===== src/design/skm_pkg.sv =====
// ----------------------------------------------------------------------------
// skm_pkg
// shared types and constants of the stable k-way merge block
// ----------------------------------------------------------------------------
package skm_pkg;

    // default sizes handed to the top level parameters
    localparam int DEF_MAX_SOURCES   = 16;
    localparam int DEF_KEY_WIDTH     = 32;
    localparam int DEF_PAYLOAD_WIDTH = 32;

    // configuration port
    localparam int CFG_INDEX_W = 1;
    localparam int CFG_DATA_W  = 5;
    localparam logic [CFG_INDEX_W-1:0] CFG_NUM_SOURCES = 1'd0;
    localparam logic [CFG_INDEX_W-1:0] CFG_DESCENDING  = 1'd1;
    localparam logic [CFG_DATA_W-1:0]  NUM_SOURCES_RESET = 5'd2;

    // input action codes
    typedef enum logic [1:0] {
        ACT_ITEM    = 2'd0,
        ACT_END     = 2'd1,
        ACT_RESTART = 2'd2,
        ACT_UNUSED  = 2'd3
    } t_action;

    // sequencer states
    typedef enum logic [1:0] {
        S_IDLE,
        S_DROP,
        S_INSERT,
        S_EMIT
    } t_state;

    // operation broadcast to every cell of the store
    typedef enum logic [1:0] {
        CELL_HOLD,
        CELL_DROP,
        CELL_INSERT
    } t_cell_op;

    typedef struct packed {
        t_cell_op op;
        logic     descending;
    } t_cell_ctrl;

endpackage


===== src/design/stable_kway_merge.sv =====
// ----------------------------------------------------------------------------
// stable_kway_merge
// stable merge of up to MAX_SOURCES pre-sorted sources through a row of cells
// ----------------------------------------------------------------------------
// After reset or a restart item the block takes one head item (action 0) or
// end mark (action 1) per source, for sources 0 to num_sources-1 in order;
// the last of these gives the first result. From then on every result names
// in o_out_source the source that must deliver the next item or end mark;
// status 1 means no source is left and repeats for every further item.
// Ties between equal keys go to the lower source. Live heads sit in a row of
// MAX_SOURCES cells, head first; each cell compares the incoming head with
// its own and the whole row shifts one place together. An item is accepted
// in the idle state, then passes through the store operations it needs and
// the load of the result: an insert for a fill item with no result, nothing
// for a fill end mark with no result, insert and load for the last fill item
// (load alone when it is an end mark), drop, insert of the successor and
// load for a replace during the merge, drop and load for an end mark, load
// alone for a done report once the store is empty. Restart and unused action
// items take no further step. The load waits as long as an earlier result
// still sits in the output register. The critical path is the key compare in
// each cell followed by the found chain that ripples down the row.
// ----------------------------------------------------------------------------
module stable_kway_merge
    import skm_pkg::*;
#(
    parameter int MAX_SOURCES   = DEF_MAX_SOURCES,
    parameter int KEY_WIDTH     = DEF_KEY_WIDTH,
    parameter int PAYLOAD_WIDTH = DEF_PAYLOAD_WIDTH
) (
    input  logic                          i_clk,
    input  logic                          i_rst_n,
    // configuration writes
    input  logic                          i_cfg_valid,
    output logic                          o_cfg_ready,
    input  logic [CFG_INDEX_W-1:0]        i_cfg_index,
    input  logic [CFG_DATA_W-1:0]         i_cfg_data,
    // input items
    input  logic                          i_valid,
    output logic                          o_ready,
    input  logic [1:0]                    i_action,
    input  logic [KEY_WIDTH-1:0]          i_sort_key,
    input  logic [PAYLOAD_WIDTH-1:0]      i_payload,
    // result items
    output logic                          o_valid,
    input  logic                          i_ready,
    output logic                          o_status,
    output logic [KEY_WIDTH-1:0]          o_out_key,
    output logic [PAYLOAD_WIDTH-1:0]      o_out_payload,
    output logic [$clog2(MAX_SOURCES)-1:0] o_out_source
);

    localparam int SRC_W = $clog2(MAX_SOURCES);
    localparam int CNT_W = $clog2(MAX_SOURCES + 1);
    // wide enough for both the register value and the source count
    localparam int CMP_W = (CNT_W > CFG_DATA_W) ? CNT_W : CFG_DATA_W;

    // configuration registers
    logic [CFG_DATA_W-1:0]    r_num_sources;
    logic                     r_descending;

    // sequencer state
    t_state                   r_state, n_state;
    logic [CNT_W-1:0]         r_count;
    logic [CNT_W-1:0]         r_fill;
    logic                     r_filling;
    logic                     r_do_ins;
    logic                     r_do_emit;

    // captured item for the insert
    logic [KEY_WIDTH-1:0]     r_key;
    logic [PAYLOAD_WIDTH-1:0] r_payload;
    logic [SRC_W-1:0]         r_source;

    // output register
    logic                     r_out_valid;
    logic                     r_status;
    logic [KEY_WIDTH-1:0]     r_out_key;
    logic [PAYLOAD_WIDTH-1:0] r_out_payload;
    logic [SRC_W-1:0]         r_out_source;

    // row wiring
    t_cell_ctrl               cell_ctrl;
    logic [MAX_SOURCES:0]     found;
    logic [KEY_WIDTH-1:0]     cell_key     [MAX_SOURCES];
    logic [PAYLOAD_WIDTH-1:0] cell_payload [MAX_SOURCES];
    logic [SRC_W-1:0]         cell_source  [MAX_SOURCES];

    logic                     in_fire;
    logic                     out_load;
    logic                     full;
    t_action                  act;
    logic [CMP_W-1:0]         num_raw;
    logic [CMP_W-1:0]         num_eff;
    logic                     fill_last;
    logic                     go_drop;
    logic                     go_ins;
    logic                     go_emit;

    assign o_cfg_ready = 1'b1;
    assign in_fire     = i_valid && o_ready;
    assign out_load    = !r_out_valid || i_ready;
    assign full        = r_count == CNT_W'(MAX_SOURCES);
    assign act         = t_action'(i_action);

    // clamp the source count into 1..MAX_SOURCES
    always_comb begin
        num_raw = CMP_W'(r_num_sources);
        if (num_raw == '0) begin
            num_eff = CMP_W'(1);
        end else if (num_raw > CMP_W'(MAX_SOURCES)) begin
            num_eff = CMP_W'(MAX_SOURCES);
        end else begin
            num_eff = num_raw;
        end
    end

    // fill ends once the count of delivered heads reaches the source count
    assign fill_last = ({1'b0, CMP_W'(r_fill)} + (CMP_W + 1)'(1)) >= {1'b0, num_eff};

    // what the accepted item needs
    assign go_drop = !r_filling && (r_count != '0);
    assign go_ins  = (act == ACT_ITEM) && (r_filling || (r_count != '0));
    assign go_emit = r_filling ? fill_last : 1'b1;

    // configuration registers
    always_ff @(posedge i_clk) begin
        if (!i_rst_n) begin
            r_num_sources <= NUM_SOURCES_RESET;
            r_descending  <= 1'b0;
        end else if (i_cfg_valid && o_cfg_ready) begin
            case (i_cfg_index)
                CFG_NUM_SOURCES: r_num_sources <= i_cfg_data;
                CFG_DESCENDING:  r_descending  <= i_cfg_data[0];
                default: begin
                end
            endcase
        end
    end

    // next state and cell operation
    always_comb begin
        n_state              = r_state;
        cell_ctrl.op         = CELL_HOLD;
        cell_ctrl.descending = r_descending;
        o_ready              = 1'b0;
        case (r_state)
            S_IDLE: begin
                o_ready = 1'b1;
                if (in_fire && (act == ACT_ITEM || act == ACT_END)) begin
                    if (go_drop) begin
                        n_state = S_DROP;
                    end else if (go_ins) begin
                        n_state = S_INSERT;
                    end else if (go_emit) begin
                        n_state = S_EMIT;
                    end
                end
            end
            S_DROP: begin
                cell_ctrl.op = CELL_DROP;
                n_state      = r_do_ins ? S_INSERT : S_EMIT;
            end
            S_INSERT: begin
                // a full store ignores the insert
                cell_ctrl.op = full ? CELL_HOLD : CELL_INSERT;
                n_state      = r_do_emit ? S_EMIT : S_IDLE;
            end
            S_EMIT: begin
                if (out_load) begin
                    n_state = S_IDLE;
                end
            end
            default: begin
                n_state = S_IDLE;
            end
        endcase
    end

    always_ff @(posedge i_clk) begin
        if (!i_rst_n) begin
            r_state <= S_IDLE;
        end else begin
            r_state <= n_state;
        end
    end

    // store bookkeeping
    always_ff @(posedge i_clk) begin
        if (!i_rst_n) begin
            r_count   <= '0;
            r_fill    <= '0;
            r_filling <= 1'b1;
            r_do_ins  <= 1'b0;
            r_do_emit <= 1'b0;
        end else begin
            if (in_fire) begin
                case (act)
                    ACT_RESTART: begin
                        r_count   <= '0;
                        r_fill    <= '0;
                        r_filling <= 1'b1;
                    end
                    ACT_ITEM, ACT_END: begin
                        r_do_ins  <= go_ins;
                        r_do_emit <= go_emit;
                        if (r_filling) begin
                            r_fill <= r_fill + CNT_W'(1);
                            if (fill_last) begin
                                r_filling <= 1'b0;
                            end
                        end
                    end
                    default: begin
                    end
                endcase
            end
            case (cell_ctrl.op)
                CELL_DROP:   r_count <= r_count - CNT_W'(1);
                CELL_INSERT: r_count <= r_count + CNT_W'(1);
                default: begin
                end
            endcase
        end
    end

    // item for the insert: fill source during start-up, else the head's source
    always_ff @(posedge i_clk) begin
        if (in_fire) begin
            r_key     <= i_sort_key;
            r_payload <= i_payload;
            r_source  <= r_filling ? r_fill[SRC_W-1:0] : cell_source[0];
        end
    end

    // row of cells, head at index 0
    assign found[0] = 1'b0;

    for (genvar gi = 0; gi < MAX_SOURCES; gi++) begin : g_cell
        logic [KEY_WIDTH-1:0]     prev_key,     next_key;
        logic [PAYLOAD_WIDTH-1:0] prev_payload, next_payload;
        logic [SRC_W-1:0]         prev_source,  next_source;

        if (gi == 0) begin : g_first
            assign prev_key     = '0;
            assign prev_payload = '0;
            assign prev_source  = '0;
        end else begin : g_inner
            assign prev_key     = cell_key[gi-1];
            assign prev_payload = cell_payload[gi-1];
            assign prev_source  = cell_source[gi-1];
        end

        if (gi == MAX_SOURCES - 1) begin : g_last
            assign next_key     = '0;
            assign next_payload = '0;
            assign next_source  = '0;
        end else begin : g_body
            assign next_key     = cell_key[gi+1];
            assign next_payload = cell_payload[gi+1];
            assign next_source  = cell_source[gi+1];
        end

        skm_cell #(
            .IDX          (gi),
            .KEY_WIDTH    (KEY_WIDTH),
            .PAYLOAD_WIDTH(PAYLOAD_WIDTH),
            .SRC_W        (SRC_W),
            .CNT_W        (CNT_W)
        ) u_cell (
            .i_clk         (i_clk),
            .i_ctrl        (cell_ctrl),
            .i_count       (r_count),
            .i_found       (found[gi]),
            .o_found       (found[gi+1]),
            .i_new_key     (r_key),
            .i_new_payload (r_payload),
            .i_new_source  (r_source),
            .i_prev_key    (prev_key),
            .i_prev_payload(prev_payload),
            .i_prev_source (prev_source),
            .i_next_key    (next_key),
            .i_next_payload(next_payload),
            .i_next_source (next_source),
            .o_key         (cell_key[gi]),
            .o_payload     (cell_payload[gi]),
            .o_source      (cell_source[gi])
        );
    end

    // output register: head of the store, or done once the store is empty
    always_ff @(posedge i_clk) begin
        if (!i_rst_n) begin
            r_out_valid <= 1'b0;
        end else if (r_state == S_EMIT && out_load) begin
            r_out_valid <= 1'b1;
        end else if (i_ready) begin
            r_out_valid <= 1'b0;
        end
    end

    always_ff @(posedge i_clk) begin
        if (r_state == S_EMIT && out_load) begin
            if (r_count == '0) begin
                r_status      <= 1'b1;
                r_out_key     <= '0;
                r_out_payload <= '0;
                r_out_source  <= '0;
            end else begin
                r_status      <= 1'b0;
                r_out_key     <= cell_key[0];
                r_out_payload <= cell_payload[0];
                r_out_source  <= cell_source[0];
            end
        end
    end

    assign o_valid       = r_out_valid;
    assign o_status      = r_status;
    assign o_out_key     = r_out_key;
    assign o_out_payload = r_out_payload;
    assign o_out_source  = r_out_source;

endmodule


===== src/design/skm_cell.sv =====
// ----------------------------------------------------------------------------
// skm_cell
// one entry of the ordered head store: holds key, payload and source,
// shifts toward the head on a drop and makes room on an insert
// ----------------------------------------------------------------------------
module skm_cell
    import skm_pkg::*;
#(
    parameter int IDX           = 0,
    parameter int KEY_WIDTH     = DEF_KEY_WIDTH,
    parameter int PAYLOAD_WIDTH = DEF_PAYLOAD_WIDTH,
    parameter int SRC_W         = 4,
    parameter int CNT_W         = 5
) (
    input  logic                     i_clk,
    input  t_cell_ctrl               i_ctrl,
    input  logic [CNT_W-1:0]         i_count,
    input  logic                     i_found,
    output logic                     o_found,
    input  logic [KEY_WIDTH-1:0]     i_new_key,
    input  logic [PAYLOAD_WIDTH-1:0] i_new_payload,
    input  logic [SRC_W-1:0]         i_new_source,
    input  logic [KEY_WIDTH-1:0]     i_prev_key,
    input  logic [PAYLOAD_WIDTH-1:0] i_prev_payload,
    input  logic [SRC_W-1:0]         i_prev_source,
    input  logic [KEY_WIDTH-1:0]     i_next_key,
    input  logic [PAYLOAD_WIDTH-1:0] i_next_payload,
    input  logic [SRC_W-1:0]         i_next_source,
    output logic [KEY_WIDTH-1:0]     o_key,
    output logic [PAYLOAD_WIDTH-1:0] o_payload,
    output logic [SRC_W-1:0]         o_source
);

    logic [KEY_WIDTH-1:0]     r_key;
    logic [PAYLOAD_WIDTH-1:0] r_payload;
    logic [SRC_W-1:0]         r_source;
    logic                     live;
    logic                     new_ahead;
    logic                     slot;

    // new head leaves before this one: key order first, lower source on a tie
    always_comb begin
        if (i_new_key != r_key) begin
            if (i_ctrl.descending) begin
                new_ahead = $signed(i_new_key) > $signed(r_key);
            end else begin
                new_ahead = $signed(i_new_key) < $signed(r_key);
            end
        end else begin
            new_ahead = i_new_source < r_source;
        end
    end

    assign live    = CNT_W'(IDX) < i_count;
    assign slot    = !live || new_ahead;
    assign o_found = i_found || slot;

    always_ff @(posedge i_clk) begin
        case (i_ctrl.op)
            CELL_DROP: begin
                r_key     <= i_next_key;
                r_payload <= i_next_payload;
                r_source  <= i_next_source;
            end
            CELL_INSERT: begin
                if (i_found) begin
                    r_key     <= i_prev_key;
                    r_payload <= i_prev_payload;
                    r_source  <= i_prev_source;
                end else if (slot) begin
                    r_key     <= i_new_key;
                    r_payload <= i_new_payload;
                    r_source  <= i_new_source;
                end
            end
            default: begin
            end
        endcase
    end

    assign o_key     = r_key;
    assign o_payload = r_payload;
    assign o_source  = r_source;

endmodule

===== config.mk =====
export PLATFORM = sky130hd
export DESIGN_NAME = stable_kway_merge
export DESIGN_NICKNAME = d
export VERILOG_FILES = /design/src/design/skm_pkg.sv /design/src/design/stable_kway_merge.sv /design/src/design/skm_cell.sv
export SDC_FILE = /design/constraint.sdc
export NUM_CORES = 2
export LEC_CHECK = 0
export CORE_ASPECT_RATIO = 0.9
export CORE_MARGIN = 8
export CORE_UTILIZATION = 30
export CTS_CLUSTER_SIZE = 40
export DETAILED_ROUTE_END_ITERATION = 12
export DONT_BUFFER_PORTS = 1
export PLACE_DENSITY_LB_ADDON = 0.25
export SKIP_CTS_REPAIR_TIMING = 1
export SYNTH_ARGS = -nofsm -noshare
export SYNTH_HDL_FRONTEND = slang
export SYNTH_SLANG_ARGS = --single-unit

===== constraint.sdc =====
create_clock -name i_clk -period 7.2 [get_ports i_clk]
set_clock_uncertainty 0.1 [all_clocks]
set_input_delay 0 -clock i_clk [delete_from_list [all_inputs] [get_ports i_clk]]
set_output_delay 0 -clock i_clk [all_outputs]
set_load 0.02 [all_outputs]

# Word level (Yosys, flattened, before mapping)
# Cells that the tools add are included.
# op_classes
addsub,4
order_cmp,66
eq_ne,44
muxes,199
n_bitwise,1
reduce_logical,90
# ops
operator,count
$pmux 32 s2,32
$mux 32,62
$gt 32x32->1,16
$lt 32x32->1,16
$ne 32x32->1,16
$mux 4,32
$pmux 4 s2,16
$lt 4x4->1,16
$ne 3x1->1 const B,15
$reduce_and 2->1,21
$lt 4x5->1 const A,8
$mux 1,40
$logic_or 1x1->1,33
$mux 5,5
$lt 3x5->1 const A,4
$pmux 5 s2,2
$logic_not 1->1,18
$mux 2,7
$add 5x1->5 const B,2
$logic_not 5->1,2
$lt 1x5->1 const A,2
$lt 2x5->1 const A,2
$eq 2x2->1 const B,4
$pmux 2 s4,1
other kinds (19),32
# totals
ff_bits,1247
input_bits,77
out_inout_bits,72
word_cells,468

# Depth between registers and ports, before layout
# depth
ltp_word,20
ltp_mapped,17
mapped_depth_nobuf,14

# By module
# A second synthesis with hierarchy kept.
# unflattened
hier_cells,7421
hier_area_um2,77209.0
# by_module_without_submodules
module,instances,cells_per_inst,area_per_inst_um2,seq_area_each_um2
skm_cell (g_cell[14].u_cell ...),3,439,4443.0,2042.0
skm_cell (g_cell[10].u_cell ...),2,440,4446.8,2042.0
skm_cell (g_cell[0].u_cell ...),2,440,4444.3,2042.0
skm_cell (g_cell[13].u_cell ...),2,439,4440.5,2042.0
stable_kway_merge,1,382,6012.0,4554.4
skm_cell (g_cell[11].u_cell),1,443,4511.8,2042.0
skm_cell (g_cell[7].u_cell),1,442,4479.3,2042.0
skm_cell (g_cell[15].u_cell),1,439,4473.0,2042.0
skm_cell (g_cell[8].u_cell),1,446,4458.0,2042.0
skm_cell (g_cell[5].u_cell),1,439,4441.8,2042.0
skm_cell (g_cell[3].u_cell),1,444,4439.3,2042.0
skm_cell (g_cell[9].u_cell),1,431,4401.7,2042.0

# Worst setup path before layout
# No wires, ideal clock.
# synth_path
kind,reg-to-reg
start,register r_key[29]
end,"register g_cell[13].u_cell.r_key[0], enable pin"
setup_ns,0.535
arrival_time_ns,7.013
required_time_ns,6.565
path_slack_ns,-0.448
stages_incl_launch_ff,14
path_buffers,2
synth_period_minus_slack_ns,7.648
cell_sequence,edfxtp_1 > ha_1 > nand4_1 > nor4_1 > nand4_1 > a31oi_1 > nor3_1 > o31ai_2 > nor2_1 > nand4_1 > clkbuf_1 > clkbuf_1 > nor2_1 > a31oi_1
# synth_via
elab_chain_cells,18
word_cells_on_any_way,98
cone_classes,28 x order compare; 15 x eq/ne; 28 x mux; 27 x reduce/logical
# synth_lines
element,line,text
start: declaration,stable_kway_merge.sv:70,logic [KEY_WIDTH-1:0] r_key;
start signal: assignment,stable_kway_merge.sv:229,r_key <= i_sort_key;
$lt 32x32->1 / $gt 32x32->1 (equally long branches),"skm_cell.sv:47, skm_cell.sv:45",
$mux 1,skm_cell.sv:44,if (i_ctrl.descending) begin
$mux 1,skm_cell.sv:43,if (i_new_key != r_key) begin
$logic_or 1x1->1,skm_cell.sv:55,assign slot = !live || new_ahead;
$logic_or 1x1->1 (12 in series),skm_cell.sv:56,assign o_found = i_found || slot;
$ne 3x1->1 (no line) (*),--,
$reduce_and 2->1 (no line) (*),--,
end signal: assignment,skm_cell.sv:61,r_key <= i_next_key;
end signal: assignment,skm_cell.sv:67,r_key <= i_prev_key;
end signal: assignment,skm_cell.sv:71,r_key <= i_new_key;
end: declaration,skm_cell.sv:34,logic [KEY_WIDTH-1:0] r_key;
# Every way passes the cells marked *; elsewhere a longest branch is shown, timed or not.
# A chain may end at the register's enable or synchronous reset.

# Final worst setup path
# layout_path
start,register r_key[31]
end,"register g_cell[15].u_cell.r_key[6], data pin"
# layout_via
elab_chain_cells,20
word_cells_on_any_way,106
cone_classes,30 x order compare; 15 x eq/ne; 32 x mux; 29 x reduce/logical
# layout_lines
element,line,text
$lt 32x32->1 / $gt 32x32->1 (equally long branches),"skm_cell.sv:47, skm_cell.sv:45",
$mux 1,skm_cell.sv:44,
$mux 1,skm_cell.sv:43,
$logic_or 1x1->1,skm_cell.sv:55,
$logic_or 1x1->1 (13 in series),skm_cell.sv:56,
$logic_or 1x1->1 (*),skm_cell.sv:56,
$mux 32 (*),skm_cell.sv:66,if (i_found) begin
$pmux 32 s2 (*),skm_cell.sv:59,case (i_ctrl.op)
end signal: assignment,skm_cell.sv:61,
end signal: assignment,skm_cell.sv:67,
end signal: assignment,skm_cell.sv:71,
end: declaration,skm_cell.sv:34,
# Marked as above.

==> impl_summary.md <==
Synthesis
The most common cell in the netlist is edfxtp_1. The fraction of registers with async set/reset is 0%. The share of the Yosys chip area taken by registers is 48.9%. The number of instances in the synthesized netlist is 7,674. Among all flip-flop cells after synthesis, the most frequent one is edfxtp_1. Averaged over all synthesized cells, the footprint is 9.92 sq um. The Yosys step of the flow raised 0 warnings.

The number of nets handed over by synthesis was 8,324. By area the synthesized netlist is led by edfxtp_1 (48%), ha_1 (9.4%), nand2_1 (4.7%). The number of flops mapped to enable cells by yosys is 1,225.

The synthesized design devotes to its leading area cell type 48.3% of total area. The register bit count reported by yosys is 1,247. The area of the mapped netlist is 76,100 sq um. In the synthesized netlist, the cells that appear most often are edfxtp_1 (1,225), nand2_1 (959), inv_1 (652). The number of different library cells used by synthesis comes to 79. edfxtp_1 takes more of the synthesized area than any other cell.

Floorplanning
Once the floorplan was initialized, standard cells occupied 30.1% of the core. The die covers 270,000 sq um. The die is 494 microns tall.

In this run the horizontal extent of the chip is 547 microns. Pin placement for this block handled 149 I/O pins. The standard-cell row count is 175. The core region is 252,000 sq um.

Timing
Dividing the final minimum period by the clock period gives 92.2%. The number of failing setup endpoints in the final timing report is 0. Subtracting the final worst setup slack from the clock period gives 6.64 ns.

The transition time at the pin with the least slew margin is 1.34 ns. The total negative slack for setup checks is 0 ns. The final hold violation count came to 0. Setup repair after global routing left no endpoint under its margin. The final number of max-transition violations came to 0. The post-route worst hold slack is 0.00395 ns. Based on the critical path, the design can be clocked at up to 0.151 GHz. The worst pin sits at a relative slew slack of 11.0%.

Critical path
The arrival time of data at the critical path endpoint is 7.08 ns. The critical path required time is 7.64 ns. The category of the worst setup path launch point is a register. The category of the critical setup timing path is register to register. The most critical setup path has its startpoint at r_key[31]. The number of cells on the worst reg-to-reg path is 12.

The worst reg-to-reg setup slack is 0.56 ns. The biggest fanout along the worst timing path is 30. The endpoint of the most critical register-to-register path is g_cell[15].u_cell.o_key[6].

The worst flop-to-flop path startpoint is r_key[31]. The endpoint type of the worst setup path is a register.

Route
Using the TritonRoute via totals, the vias-per-cell ratio works out to 5.83. The count of nets left with antenna violations once routing finished came out at 0. For this block, the initial DRC count from the detailed router was 7,675.

Before antenna repair, the detailed router went through 8 iterations. The routed layout has 64,171 vias. For this run, design rule violations remaining after detail routing come to 0.

In the final routed layout, each cell accounts on average for 27.2 microns. The total wire length is 299,000 microns.

Layout
The cell area after layout is 86,200 sq um. The share of post-route cells with drive strength above 1 is 5.61%. The synthesis-to-layout area growth is 13.3%. After the last flow step, the layout net total stands at 8,178.

Clocking
The H-tree generated during clock tree synthesis spans 4 levels. Counting the buffers created by CTS gives 160. The clock network latency to the later pin of the worst-skew pair is 0.84 ns.

The CTS clock-pin slew for the worst setup and hold paths is 0.06 ns. The number of sinks on the clock net is 1,247. The TritonCTS clock tree is done.

CTS placed an instance of clkbuf_16 at the clock tree root. In this run the deepest clock path goes through 4 buffers.

Pwr
Dividing total power by cell area gives a power density of 431 nW/um^2. The leakage power is 33.3 nW. Across the VDD grid, the largest voltage drop is 0.666 mV.

Run status
The flow ran to the end, and the final reports show no timing, DRC or antenna violations.

Hold path
The cell depth of the worst hold path is 4. The class of the most critical hold timing path is input port to register. In this run the most critical hold path is launched from i_action[0]. The worst hold path terminates at r_do_ins.

Placement
The number of buffers added on ports is 0. The placed instance area is 79,900 sq um. The congestion estimate from routability-driven global placement came to 0.923. The wire-length estimate of the detail-placed layout is 196,000 microns.

Global route
The total overflow left after global routing is 0. The wire length of the first global-routing pass is 433,000 microns. The initial antenna violation count came to 6. In the global route stage, overall resource usage came out at 21.1%.

The maximum number of pins on one net before global-route repair is 229. The number of global-route vias before repair is 61,364.

Run
Max-cap violations in this run came to 0.
[where the power goes]
| part | switching, mW | internal (mW) |
|---|---|---|
| registers | 1.77 | 12.2 |
| logic | 11.0 | 4.52 |
| clock network | 3.30 | 4.36 |
| total | 16.1 | 21.1 |
[stage by stage]
step | worst slack (ns) | utilization (%) | instances | total power [mW]
floorplan | 0.0316 | - | 7674 | 22.9
global placement | -0.245 | 31.7 | 10576 | 29.0
detailed placement | 0.678 | 31.7 | 10577 | 29.2
CTS | 0.672 | 33.5 | 10847 | 37.0
global route | 0.408 | 34.1 | 10999 | 39.2
finish | 0.560 | 34.1 | 11002 | 37.2
[flip-flops by register name, summed over array words and instances, names as in the netlist, 2 cells and up]
register	count
o_out_key	32
r_key	32
r_payload	32
r_count	5
g_cell.u_cell.o_source	64
g_cell.u_cell.o_key	512
o_out_payload	32
r_fill	5
num_raw	5
r_state	2
g_cell.u_cell.o_payload	512
o_out_source	4
r_source	4
[worst max path at each step]
stage	endpoint	slack [ns]	cells past startpoint
2_1_floorplan	g_cell[6].u_cell.o_key[0]	0.03	13
3_3_place_gp	g_cell[15].u_cell.o_key[5]	-0.25	13
3_5_place_dp	g_cell[15].u_cell.o_source[2]	0.68	12
4_1_cts	g_cell[15].u_cell.o_source[2]	0.67	12
5_1_grt	g_cell[15].u_cell.o_source[2]	0.41	12
6_report	g_cell[15].u_cell.o_key[6]	0.56	12
[area by class of cell]
type | count | area, sq um
clock buffers | 202 | 4250
multi-input cells | 5151 | 34400
diodes | 3 | 7.51
flip-flops and latches | 1247 | 37200
inverters | 652 | 2450
repair buffers | 316 | 3130
fillers | 25534 | 166000
well taps | 3363 | 4210
clock inverters | 68 | 483
[critical path, cell delays in order, from the launching register on]
cell      delay (ns)
edfxtp_1        0.62
buf_4           0.28
ha_1            0.38
nand4_1         0.19
nor4_1          0.76
nand4_1         0.62
a21oi_1         0.30
o31ai_1         0.15
nor2_1          0.67
nand4_1         0.79
or3_4           0.95
buf_12          0.32
mux2i_1         0.15
[metal layers]
layer	vias to the layer above	wire length (microns)	GRT usage (%)
met2	3031	128000	31.8
li1	28622	-	-
met4	2	14200	8.82
met3	565	26200	4.18
met1	31951	131000	29.5
met5	-	7	0
[cell usage in the layout, fill, tap and decap left out, types with 22 or more instances in the layout]
| master | Yosys | layout |
|---|---|---|
| nor2_1 | 408 | 403 |
| clkinv_1 | 0 | 34 |
| a21oi_1 | 353 | 345 |
| a211oi_1 | 34 | 33 |
| nor2b_1 | 71 | 69 |
| nand2_1 | 959 | 953 |
| o211ai_1 | 395 | 395 |
| edfxtp_1 | 1225 | 1225 |
| dlygate4sd3_1 | 0 | 152 |
| nand4_1 | 208 | 208 |
| buf_4 | 1 | 134 |
| o31a_1 | 68 | 67 |
| clkbuf_1 | 536 | 38 |
| nand3_1 | 195 | 192 |
| mux2i_1 | 211 | 211 |
| a21o_1 | 58 | 56 |
| o21ai_0 | 466 | 466 |
| a22oi_1 | 87 | 87 |
| or4_1 | 23 | 22 |
| o31ai_1 | 166 | 165 |
| buf_12 | 0 | 30 |
| a31oi_1 | 212 | 207 |
| nand2b_1 | 23 | 23 |
| clkbuf_16 | 0 | 164 |
| nor3_1 | 93 | 93 |
| nor4_1 | 49 | 45 |
| a221o_1 | 23 | 23 |
| o221ai_1 | 193 | 193 |
| ha_1 | 573 | 573 |
| a41oi_1 | 54 | 54 |
| dfxtp_1 | 22 | 22 |
| inv_1 | 652 | 651 |
[logic make-up after synthesis]
logic type / synth area share [%]
other cells: 0.00493
flops: 48.9
fa+ha+maj: 9.42
compound gates: 19.7
mux: 2.80
buf+inv: 6.40
xor+xnor: 0.242
simple gates: 12.5
(Power assumes the default switching activity.)
